==> config.mk <==
export PLATFORM = sky130hd
export DESIGN_NAME = flow_controlled_byte_fifo_unit
export DESIGN_NICKNAME = d
export VERILOG_FILES = /design/src/hw/rtl/fcbf_pkg.sv /design/src/hw/rtl/flow_controlled_byte_fifo_unit.sv /design/src/hw/rtl/fcbf_cell.sv
export SDC_FILE = /design/constraint.sdc
export NUM_CORES = 2
export LEC_CHECK = 0
export ABC_AREA = 1
export BUFFER_PORTS_ARGS = -buffer_cell sky130_fd_sc_hd__buf_2
export CORE_UTILIZATION = 65
export DETAILED_ROUTE_END_ITERATION = 6
export PLACE_DENSITY_LB_ADDON = 0.15
export SLEW_MARGIN = 20
export SYNTH_ARGS = -nofsm -noshare
export SYNTH_HDL_FRONTEND = slang
export SYNTH_SLANG_ARGS = --single-unit
==> constraint.sdc <==
create_clock -name clock -period 5.9 [get_ports clock]
set_clock_uncertainty 0.15 [all_clocks]
set_input_delay 0.295 -clock clock [delete_from_list [all_inputs] [get_ports clock]]
set_output_delay 0.295 -clock clock [all_outputs]
set_load 0.1 [all_outputs]
==> src/hw/rtl/fcbf_pkg.sv <==
// Shared types and constants for the flow-controlled byte FIFO.
package fcbf_pkg;

   localparam int BYTE_WIDTH = 8;
   localparam int CAP_WIDTH  = 7;
   localparam int CMD_WIDTH  = 3;
   localparam int LEN_WIDTH  = 8;

   localparam logic [CMD_WIDTH-1:0] CMD_WRITE = 3'd0;
   localparam logic [CMD_WIDTH-1:0] CMD_PEEK  = 3'd1;
   localparam logic [CMD_WIDTH-1:0] CMD_POP   = 3'd2;
   localparam logic [CMD_WIDTH-1:0] CMD_READ  = 3'd3;
   localparam logic [CMD_WIDTH-1:0] CMD_END   = 3'd4;

   // Per-cell control from the sequencer.
   typedef struct packed {
      logic shift;   // take the neighbor's byte (or the head byte when wrapping)
      logic wrap;    // this cell is the tail of a rotating peek
      logic load;    // store the byte of an accepted write
   } cell_ctl_type;

endpackage

==> src/hw/rtl/flow_controlled_byte_fifo_unit.sv <==
// Top level of the flow-controlled byte FIFO: command sequencer, cell chain, result register.
// Write, end and unknown commands: accepted, then answered with one registered status result.
// Read: one byte per cycle while the result channel is free, as the chain shifts to the head cell.
// Peek: the chain rotates fully so the held bytes keep their order.
// Pop: n silent shifts, then one status result. A waiting result holds off the next command.
// Synchronous active-high reset clears counts, totals, flags and capacity (to 64); bytes are not.
module flow_controlled_byte_fifo_unit #(
   parameter int DEPTH       = 64,
   parameter int TOTAL_WIDTH = 48,
   localparam int RSP_DATA_WIDTH = ((25 + 2 * TOTAL_WIDTH + 7) / 8) * 8
) (
   input  logic                              clock,
   input  logic                              reset,
   // Configuration: capacity register.
   input  logic                              csr_wr_en,
   input  logic [fcbf_pkg::CAP_WIDTH-1:0]    csr_wr_data,
   // Command channel.
   input  logic                              req_tvalid,
   output logic                              req_tready,
   input  logic [15:0]                       req_tdata,   // data_byte[7:0], length[15:8]
   input  logic [fcbf_pkg::CMD_WIDTH-1:0]    req_tuser,   // command[2:0]
   // Result channel.
   output logic                              rsp_tvalid,
   input  logic                              rsp_tready,
   // out_byte[7:0], accepted[8], occupancy[15:9], space_left[22:16],
   // written_total, read_total (TOTAL_WIDTH each), ended, at_eof, zero fill
   output logic [RSP_DATA_WIDTH-1:0]         rsp_tdata,
   output logic                              rsp_tuser,   // byte_valid
   output logic                              rsp_tlast
);

   localparam int IW = $clog2(DEPTH);
   localparam int CW = $clog2(DEPTH + 1);
   localparam int BW = fcbf_pkg::BYTE_WIDTH;
   localparam int KW = fcbf_pkg::CAP_WIDTH;
   localparam int LW = fcbf_pkg::LEN_WIDTH;

   localparam logic ST_IDLE = 1'b0;
   localparam logic ST_RUN  = 1'b1;

   // Control state.
   logic                   state_ff, state_in;
   logic [CW-1:0]          count_ff, count_in;
   logic [TOTAL_WIDTH-1:0] wr_total_ff, wr_total_in;
   logic [TOTAL_WIDTH-1:0] rd_total_ff, rd_total_in;
   logic                   ended_ff, ended_in;
   logic [KW-1:0]          cap_ff, cap_in;
   logic [CW-1:0]          steps_ff, steps_in;
   logic [CW-1:0]          emit_ff, emit_in;
   logic                   wrap_ff, wrap_in;
   logic [IW-1:0]          tail_ff, tail_in;
   logic                   status_ff, status_in;
   logic                   acc_ff, acc_in;
   logic                   rsp_valid_ff, rsp_valid_in;

   // Result payload register.
   logic [BW-1:0] rsp_byte_ff, rsp_byte_in;
   logic          rsp_bvalid_ff, rsp_bvalid_in;
   logic          rsp_last_ff, rsp_last_in;
   logic          rsp_acc_ff, rsp_acc_in;

   logic [fcbf_pkg::CMD_WIDTH-1:0] cmd;
   logic [BW-1:0]   wr_byte;
   logic [LW-1:0]   req_len;
   logic [LW-1:0]   count_len;
   logic [CW-1:0]   take_n;
   logic            req_fire;
   logic            out_free;
   logic            shift_step;
   logic            emit_byte;
   logic            emit_status;
   logic            write_load;
   logic [KW-1:0]   cap_eff;
   logic [KW-1:0]   count_k;
   logic [KW-1:0]   space_left;
   logic            write_ok;

   fcbf_pkg::cell_ctl_type cell_ctl [DEPTH];
   logic [BW-1:0]          cell_byte [DEPTH];

   assign cmd       = req_tuser;
   assign wr_byte   = req_tdata[7:0];
   assign req_len   = req_tdata[15:8];
   assign count_len = LW'(count_ff);
   assign take_n    = (req_len < count_len) ? CW'(req_len) : count_ff;

   // The status fields are live, so a new command waits until the previous result has left.
   assign out_free   = !rsp_valid_ff || rsp_tready;
   assign req_tready = (state_ff == ST_IDLE) && out_free;
   assign req_fire   = req_tvalid && req_tready;

   assign cap_eff    = (cap_ff > KW'(DEPTH)) ? KW'(DEPTH) : cap_ff;
   assign count_k    = KW'(count_ff);
   assign space_left = (cap_eff > count_k) ? (cap_eff - count_k) : '0;
   assign write_ok   = count_k < cap_eff;
   assign write_load = req_fire && (cmd == fcbf_pkg::CMD_WRITE) && write_ok;

   // Byte results shift the chain; silent steps only finish a peek rotation or a pop.
   assign emit_byte   = (state_ff == ST_RUN) && (emit_ff != '0) && out_free;
   assign shift_step  = emit_byte || ((state_ff == ST_RUN) && (emit_ff == '0) && (steps_ff != '0));
   assign emit_status = (state_ff == ST_RUN) && (emit_ff == '0) && (steps_ff == '0) &&
                        status_ff && out_free;

   // The storage chain: cell 0 holds the oldest byte.
   for (genvar gi = 0; gi < DEPTH; gi++) begin : g_cell
      assign cell_ctl[gi].shift = shift_step;
      assign cell_ctl[gi].wrap  = wrap_ff && (tail_ff == IW'(gi));
      assign cell_ctl[gi].load  = write_load && (count_ff == CW'(gi));

      fcbf_cell u_cell (
         .clock         (clock),
         .ctl           (cell_ctl[gi]),
         .neighbor_byte (cell_byte[(gi + 1 < DEPTH) ? gi + 1 : gi]),
         .head_byte     (cell_byte[0]),
         .load_byte     (wr_byte),
         .byte_out      (cell_byte[gi])
      );
   end

   always_comb begin
      state_in    = state_ff;
      count_in    = count_ff;
      wr_total_in = wr_total_ff;
      rd_total_in = rd_total_ff;
      ended_in    = ended_ff;
      cap_in      = csr_wr_en ? csr_wr_data : cap_ff;
      steps_in    = steps_ff;
      emit_in     = emit_ff;
      wrap_in     = wrap_ff;
      tail_in     = tail_ff;
      status_in   = status_ff;
      acc_in      = acc_ff;

      if (req_fire) begin
         state_in  = ST_RUN;
         steps_in  = '0;
         emit_in   = '0;
         wrap_in   = 1'b0;
         status_in = 1'b1;
         acc_in    = 1'b0;
         unique case (cmd)
            fcbf_pkg::CMD_WRITE: begin
               acc_in = write_ok;
               if (write_ok) begin
                  count_in    = count_ff + CW'(1);
                  wr_total_in = wr_total_ff + TOTAL_WIDTH'(1);
               end
            end
            fcbf_pkg::CMD_PEEK: begin
               if (take_n != '0) begin
                  // Rotate the whole held run so the order is restored.
                  emit_in   = take_n;
                  steps_in  = count_ff;
                  wrap_in   = 1'b1;
                  tail_in   = IW'(count_ff - CW'(1));
                  status_in = 1'b0;
               end
            end
            fcbf_pkg::CMD_POP: begin
               steps_in    = take_n;
               count_in    = count_ff - take_n;
               rd_total_in = rd_total_ff + TOTAL_WIDTH'(take_n);
            end
            fcbf_pkg::CMD_READ: begin
               emit_in     = take_n;
               steps_in    = take_n;
               status_in   = (take_n == '0);
               count_in    = count_ff - take_n;
               rd_total_in = rd_total_ff + TOTAL_WIDTH'(take_n);
            end
            fcbf_pkg::CMD_END: begin
               ended_in = 1'b1;
            end
            default: begin
            end
         endcase
      end else if (state_ff == ST_RUN) begin
         if (shift_step) begin
            steps_in = steps_ff - CW'(1);
         end
         if (emit_byte) begin
            emit_in = emit_ff - CW'(1);
         end
         if (emit_status) begin
            status_in = 1'b0;
         end
         if ((emit_byte && (emit_ff == CW'(1)) && (steps_ff == CW'(1)) && !status_ff) ||
             emit_status ||
             ((emit_ff == '0) && (steps_ff == CW'(1)) && !status_ff) ||
             ((emit_ff == '0) && (steps_ff == '0) && !status_ff)) begin
            state_in = ST_IDLE;
            wrap_in  = 1'b0;
         end
      end
   end

   always_comb begin
      rsp_valid_in  = rsp_valid_ff && !rsp_tready;
      rsp_byte_in   = rsp_byte_ff;
      rsp_bvalid_in = rsp_bvalid_ff;
      rsp_last_in   = rsp_last_ff;
      rsp_acc_in    = rsp_acc_ff;
      if (emit_byte) begin
         rsp_valid_in  = 1'b1;
         rsp_byte_in   = cell_byte[0];
         rsp_bvalid_in = 1'b1;
         rsp_last_in   = (emit_ff == CW'(1));
         rsp_acc_in    = 1'b0;
      end else if (emit_status) begin
         rsp_valid_in  = 1'b1;
         rsp_byte_in   = '0;
         rsp_bvalid_in = 1'b0;
         rsp_last_in   = 1'b1;
         rsp_acc_in    = acc_ff;
      end
   end

   always_ff @(posedge clock) begin
      if (reset) begin
         state_ff     <= ST_IDLE;
         count_ff     <= '0;
         wr_total_ff  <= '0;
         rd_total_ff  <= '0;
         ended_ff     <= 1'b0;
         cap_ff       <= KW'(64);
         steps_ff     <= '0;
         emit_ff      <= '0;
         wrap_ff      <= 1'b0;
         tail_ff      <= '0;
         status_ff    <= 1'b0;
         acc_ff       <= 1'b0;
         rsp_valid_ff <= 1'b0;
      end else begin
         state_ff     <= state_in;
         count_ff     <= count_in;
         wr_total_ff  <= wr_total_in;
         rd_total_ff  <= rd_total_in;
         ended_ff     <= ended_in;
         cap_ff       <= cap_in;
         steps_ff     <= steps_in;
         emit_ff      <= emit_in;
         wrap_ff      <= wrap_in;
         tail_ff      <= tail_in;
         status_ff    <= status_in;
         acc_ff       <= acc_in;
         rsp_valid_ff <= rsp_valid_in;
      end
   end

   always_ff @(posedge clock) begin
      rsp_byte_ff   <= rsp_byte_in;
      rsp_bvalid_ff <= rsp_bvalid_in;
      rsp_last_ff   <= rsp_last_in;
      rsp_acc_ff    <= rsp_acc_in;
   end

   // Status fields come from the live registers, which already hold the post-command state.
   assign rsp_tvalid = rsp_valid_ff;
   assign rsp_tuser  = rsp_bvalid_ff;
   assign rsp_tlast  = rsp_last_ff;
   assign rsp_tdata  = RSP_DATA_WIDTH'({ (ended_ff && (count_ff == '0)),
                                         ended_ff,
                                         rd_total_ff,
                                         wr_total_ff,
                                         space_left,
                                         count_k,
                                         rsp_acc_ff,
                                         rsp_byte_ff });

`ifndef SYNTHESIS
   a_emit_within_steps: assert property (@(posedge clock) disable iff (reset)
      emit_ff <= steps_ff)
      else $error("byte results outnumber chain shifts");

   a_count_bound: assert property (@(posedge clock) disable iff (reset)
      count_ff <= CW'(DEPTH))
      else $error("occupancy above depth");

   a_idle_quiet: assert property (@(posedge clock) disable iff (reset)
      (state_ff == ST_IDLE) |-> ((emit_ff == '0) && (steps_ff == '0) && !status_ff))
      else $error("sequencer idle with work pending");

   a_write_counts: assert property (@(posedge clock) disable iff (reset)
      write_load |=> (count_ff == $past(count_ff) + CW'(1)))
      else $error("stored write did not raise occupancy");

   a_peek_keeps_count: assert property (@(posedge clock) disable iff (reset)
      (state_ff == ST_RUN) && !req_fire |=> (count_ff == $past(count_ff)))
      else $error("occupancy changed while a command was in progress");
`endif

endmodule

==> src/hw/rtl/fcbf_cell.sv <==
// One byte cell of the shifting storage chain.
module fcbf_cell (
   input  logic                                clock,
   input  fcbf_pkg::cell_ctl_type              ctl,
   input  logic [fcbf_pkg::BYTE_WIDTH-1:0]     neighbor_byte,
   input  logic [fcbf_pkg::BYTE_WIDTH-1:0]     head_byte,
   input  logic [fcbf_pkg::BYTE_WIDTH-1:0]     load_byte,
   output logic [fcbf_pkg::BYTE_WIDTH-1:0]     byte_out
);

   logic [fcbf_pkg::BYTE_WIDTH-1:0] byte_ff;
   logic [fcbf_pkg::BYTE_WIDTH-1:0] byte_in;

   always_comb begin
      priority if (ctl.load) begin
         byte_in = load_byte;
      end else if (ctl.shift && ctl.wrap) begin
         byte_in = head_byte;
      end else if (ctl.shift) begin
         byte_in = neighbor_byte;
      end else begin
         byte_in = byte_ff;
      end
   end

   always_ff @(posedge clock) begin
      byte_ff <= byte_in;
   end

   assign byte_out = byte_ff;

endmodule

==> impl_metrics.json <==
{
  "outcome": "complete, but fails checks",
  "violations_in_the_final_reports": "DRC",
  "simple_gate_portion_of_the_synthesized_area": 0.230,
  "worstSetupEndpoint": "rd_total_ff[39]",
  "globalRouteTotalUtil": 0.372,
  "setup-tns-final_ns": 0,
  "cts_tree": "yes",
  "areaGrowthSynthToFinish_pct": 8.60,
  "global_route.overflow_total": 0,
  "antenna_left": 0,
  "dominant_combinational_cell_family_by_area_after_synthesis": "simple AND/OR/NAND/NOR gates",
  "hpwl_mm": 64.7,
  "power_density_nw_per_um2": 350,
  "commonest_cells_after_routing_fill_and_taps_aside": "sky130_fd_sc_hd__nand2_1 (1406), sky130_fd_sc_hd__o21ai_0 (1018), sky130_fd_sc_hd__edfxtp_1 (521), sky130_fd_sc_hd__nor2_1 (270), sky130_fd_sc_hd__inv_1 (185)",
  "drt_via_density": 6.08,
  "seq_total_area_yosys": 0.514,
  "rsz0062_at_grt": "false",
  "floorplan.initialDensity": 0.662,
  "wire_length_of_the_first_global_routing_pass_mm": 161,
  "grt_start_max_net_pins": 79,
  "num-fill-cells": 4206,
  "post_synth_fa_ha_maj_area_fraction": 0.0142,
  "min_from": "req_tvalid",
  "syn_area_um2": 35800,
  "final_common_cell": "sky130_fd_sc_hd__nand2_1",
  "leakagePower_nw": 16.9,
  "crit_type": "reg -> reg",
  "path_max_fanout": 8,
  "clkSlewWorstSetupHoldPaths_ns": 0.06,
  "critical-path-top-cell-by-count": "sky130_fd_sc_hd__nand2_1",
  "synth_mux_area_frac": 0,
  "maxClockFrequency_ghz": 0.211,
  "worst_setup_path_startpoint": "count_ff[5]",
  "antenna_found_initial": 0,
  "reg2reg_setup_slack_ns": 1.16,
  "grt_pass1_vias": 28400,
  "placement.setup.worst_slack_ns": 1.29,
  "detail_route.drc_violations": 12,
  "post_synth_num_cell_types": 49,
  "fp.dieArea_um2": 56100,
  "avgSynthCellArea_um2": 8.12,
  "setup_viol_count_final": 0,
  "final_layout_size_suffix_gt1_frac": 0.0850,
  "tightest_slew_ns": 1.25,
  "cp.required_ns": 6.27,
  "yosys.area_share.xor_xnor": 0.00807,
  "floorplan.die.height_um": 237,
  "cts_sinks": 659,
  "worstPathCellList": "inv_1 -> ha_1 -> a21oi_1 -> nor2_1 -> nor3_2 -> nand2_1 -> nand2_1 -> nand2_1 -> ha_1 -> nand3_1 -> nand3_1 -> nand2_1 -> nand2_1 -> nand2_1 -> nand2_1 -> nand2_1 -> nor2_1 -> nand2_1 -> nor2_1 -> nand2_1 -> o21ai_0 -> nor3b_1",
  "routed_wirelength_mm": 106,
  "power.ir.vdd_worst_mv": 0.263,
  "postSynthRegisterBits": 659,
  "clk-insertion-delay-late_ns": 0.61,
  "critical_path_arrival_ns": 5.12,
  "io_buffer_count": 155,
  "post_drt_wl_per_cell_um": 20.4,
  "number_of_instances_in_the_synthesized_netlist": 4415,
  "hold_path_class": "in -> reg",
  "dr.pass1.iters": 7,
  "clk_root_buffer_cell": "sky130_fd_sc_hd__clkbuf_16",
  "synth_compound_area_frac": 0.173,
  "clk_path_buf_depth": 3,
  "h_tree_depth": 3,
  "critical_path.max_stage_delay_ns": 0.53,
  "worst_r2r_path_depth": 22,
  "endpoint_kind": "register",
  "critPathLaunchType": "register",
  "floorplan.rows": 85,
  "timing.final.crit_share": 0.804,
  "cap_viol_max_count": 0,
  "dr_total_vias": 31500,
  "critical_path_slowest_stage_cell": "sky130_fd_sc_hd__dfxtp_1",
  "regToRegStartpoint": "count_ff[5]",
  "finalWorstSetupSlack_ns": 1.16,
  "synthesis.yosys.warnings": 0,
  "max_slew_violations": 0,
  "synth_async_sr_flop_share": 0,
  "synth_flop_cell": "sky130_fd_sc_hd__edfxtp_1",
  "maxSlewHeadroom": 0.166,
  "weighted_congestion_at_the_end_of_routability_driven_global_placement": 0.997,
  "final_net_count": 4502,
  "design.portCount": 163,
  "r2r_end": "rd_total_ff[39]",
  "synth_enable_flop_cells": 521,
  "hold_violations": 0,
  "core_area_um2": 54100,
  "cts_made_buffers": 69,
  "drt_iter0_drc": 4083,
  "n_antenna_cell": 0,
  "period_needed_ns": 4.74,
  "chipWidth_um": 237,
  "post_cts_resize_count": 0
}
## sequential cells by signal, indices dropped and copies added, names as in the netlist
signal                  cells
g_cell.u_cell.byte_out    512
rd_total_ff                48
wr_total_ff                48
rsp_byte_ff                 8
cap_ff                      7
count_ff                    7
emit_ff                     7
steps_ff                    7
tail_ff                     6
acc_ff                      1
ended_ff                    1
rsp_acc_ff                  1
rsp_tlast                   1
rsp_tuser                   1
rsp_tvalid                  1
state_ff                    1
status_ff                   1
wrap_ff                     1
## synth_stat cells, drive strengths merged, types with 3 or more instances
master  number  share of area
buf        108          0.022
nand2     1453           0.16
a21oi      143          0.020
inv        206          0.022
o211ai       3        0.00077
nor2       276          0.030
a211oi       4        0.00084
o21ai     1054           0.15
nand4       27         0.0047
o21bai       4        0.00084
nor3        85          0.013
o21a         4        0.00084
and3        11         0.0019
xnor2       10         0.0024
nand3b       5         0.0010
xor2        23         0.0056
clkbuf     170          0.018
ha          36          0.013
nor3b        9         0.0019
a31oi        6         0.0015
dfxtp      138          0.077
nor4        20         0.0047
fa           3         0.0017
nand3       81          0.012
or2          5        0.00087
edfxtp     521           0.44
## report_power, final
part	total [mW]	switching, mW	internal (mW)
Sequential	6.38	0.272	6.11
Combinational	2.77	2.07	0.704
Clock	4.48	1.84	2.64
Total	13.6	4.18	9.45
## worst max-delay path, delay by kind of cell (launching register included)
kind	cells	cell delay, ns
simple gates	17	2.71
fa+ha+maj	2	0.71
flops	1	0.53
compound gates	2	0.30
buf+inv	1	0.27
## per-layer routing
layer  GRT usage  wire length, um  vias to the layer above
met4       0.156             4690                        0
met3      0.0829            12900                      331
li1            -                -                    15000
met1       0.509            41800                    14200
met5           0                0                        -
met2       0.573            46300                     1882
## layout make-up
type	count	area (um^2)	area share
multi-input cells	3277	15300	0.392
flip-flops and latches	659	18400	0.473
inverters	207	777	0.0200
well taps	696	871	0.0224
repair buffers	218	1320	0.0339
clock inverters	26	312	0.00801
clock buffers	94	1970	0.0505
## kinds of logic (layout without fill, tap and decap cells)
| family | after synthesis | in the layout |
|---|---|---|
| AOI/OAI and AO/OA | 1222 | 1222 |
| xor gates and xnor gates | 33 | 33 |
| adders and majority gates | 39 | 39 |
| buffers and inverters | 485 | 545 |
| DFF | 659 | 659 |
| other | 1 | 7 |
| and+or+nand+nor | 1976 | 1976 |
## worst min-delay path by stage
stage	slack, ns	cells after the start	endpoint
after floorplan	0.27	2	cap_ff[6]
after global placement	0.28	2	rsp_tuser
after detailed placement	0.31	2	wr_total_ff[47]
after CTS	0.05	4	state_ff
after global routing	0.09	5	acc_ff
final	0.07	4	state_ff
## timing repair
action | in CTS | in global routing
hold endpoints to repair | 30 | 0
endpoints found under the setup margin | 0 | 0
setup buffers | 0 | 0
hold buffers | 27 | 0
## through the flow
| step | instances | util | total power [mW] | hold slack (ns) | area (um^2) |
|---|---|---|---|---|---|
| floorplan | 4421 | - | 8.29 | 0.267 | 35900 |
| detailed placement | 5030 | 0.672 | 9.11 | 0.310 | 36400 |
| global route | 5177 | 0.719 | 14.1 | 0.0924 | 38900 |
| global placement | 5029 | 0.672 | 9.08 | 0.283 | 36400 |
| CTS | 5177 | 0.719 | 13.6 | 0.0504 | 38900 |
| finish | 5177 | 0.719 | 13.6 | 0.0707 | 38900 |
Note: power is estimated with default switching activity, not from simulation.
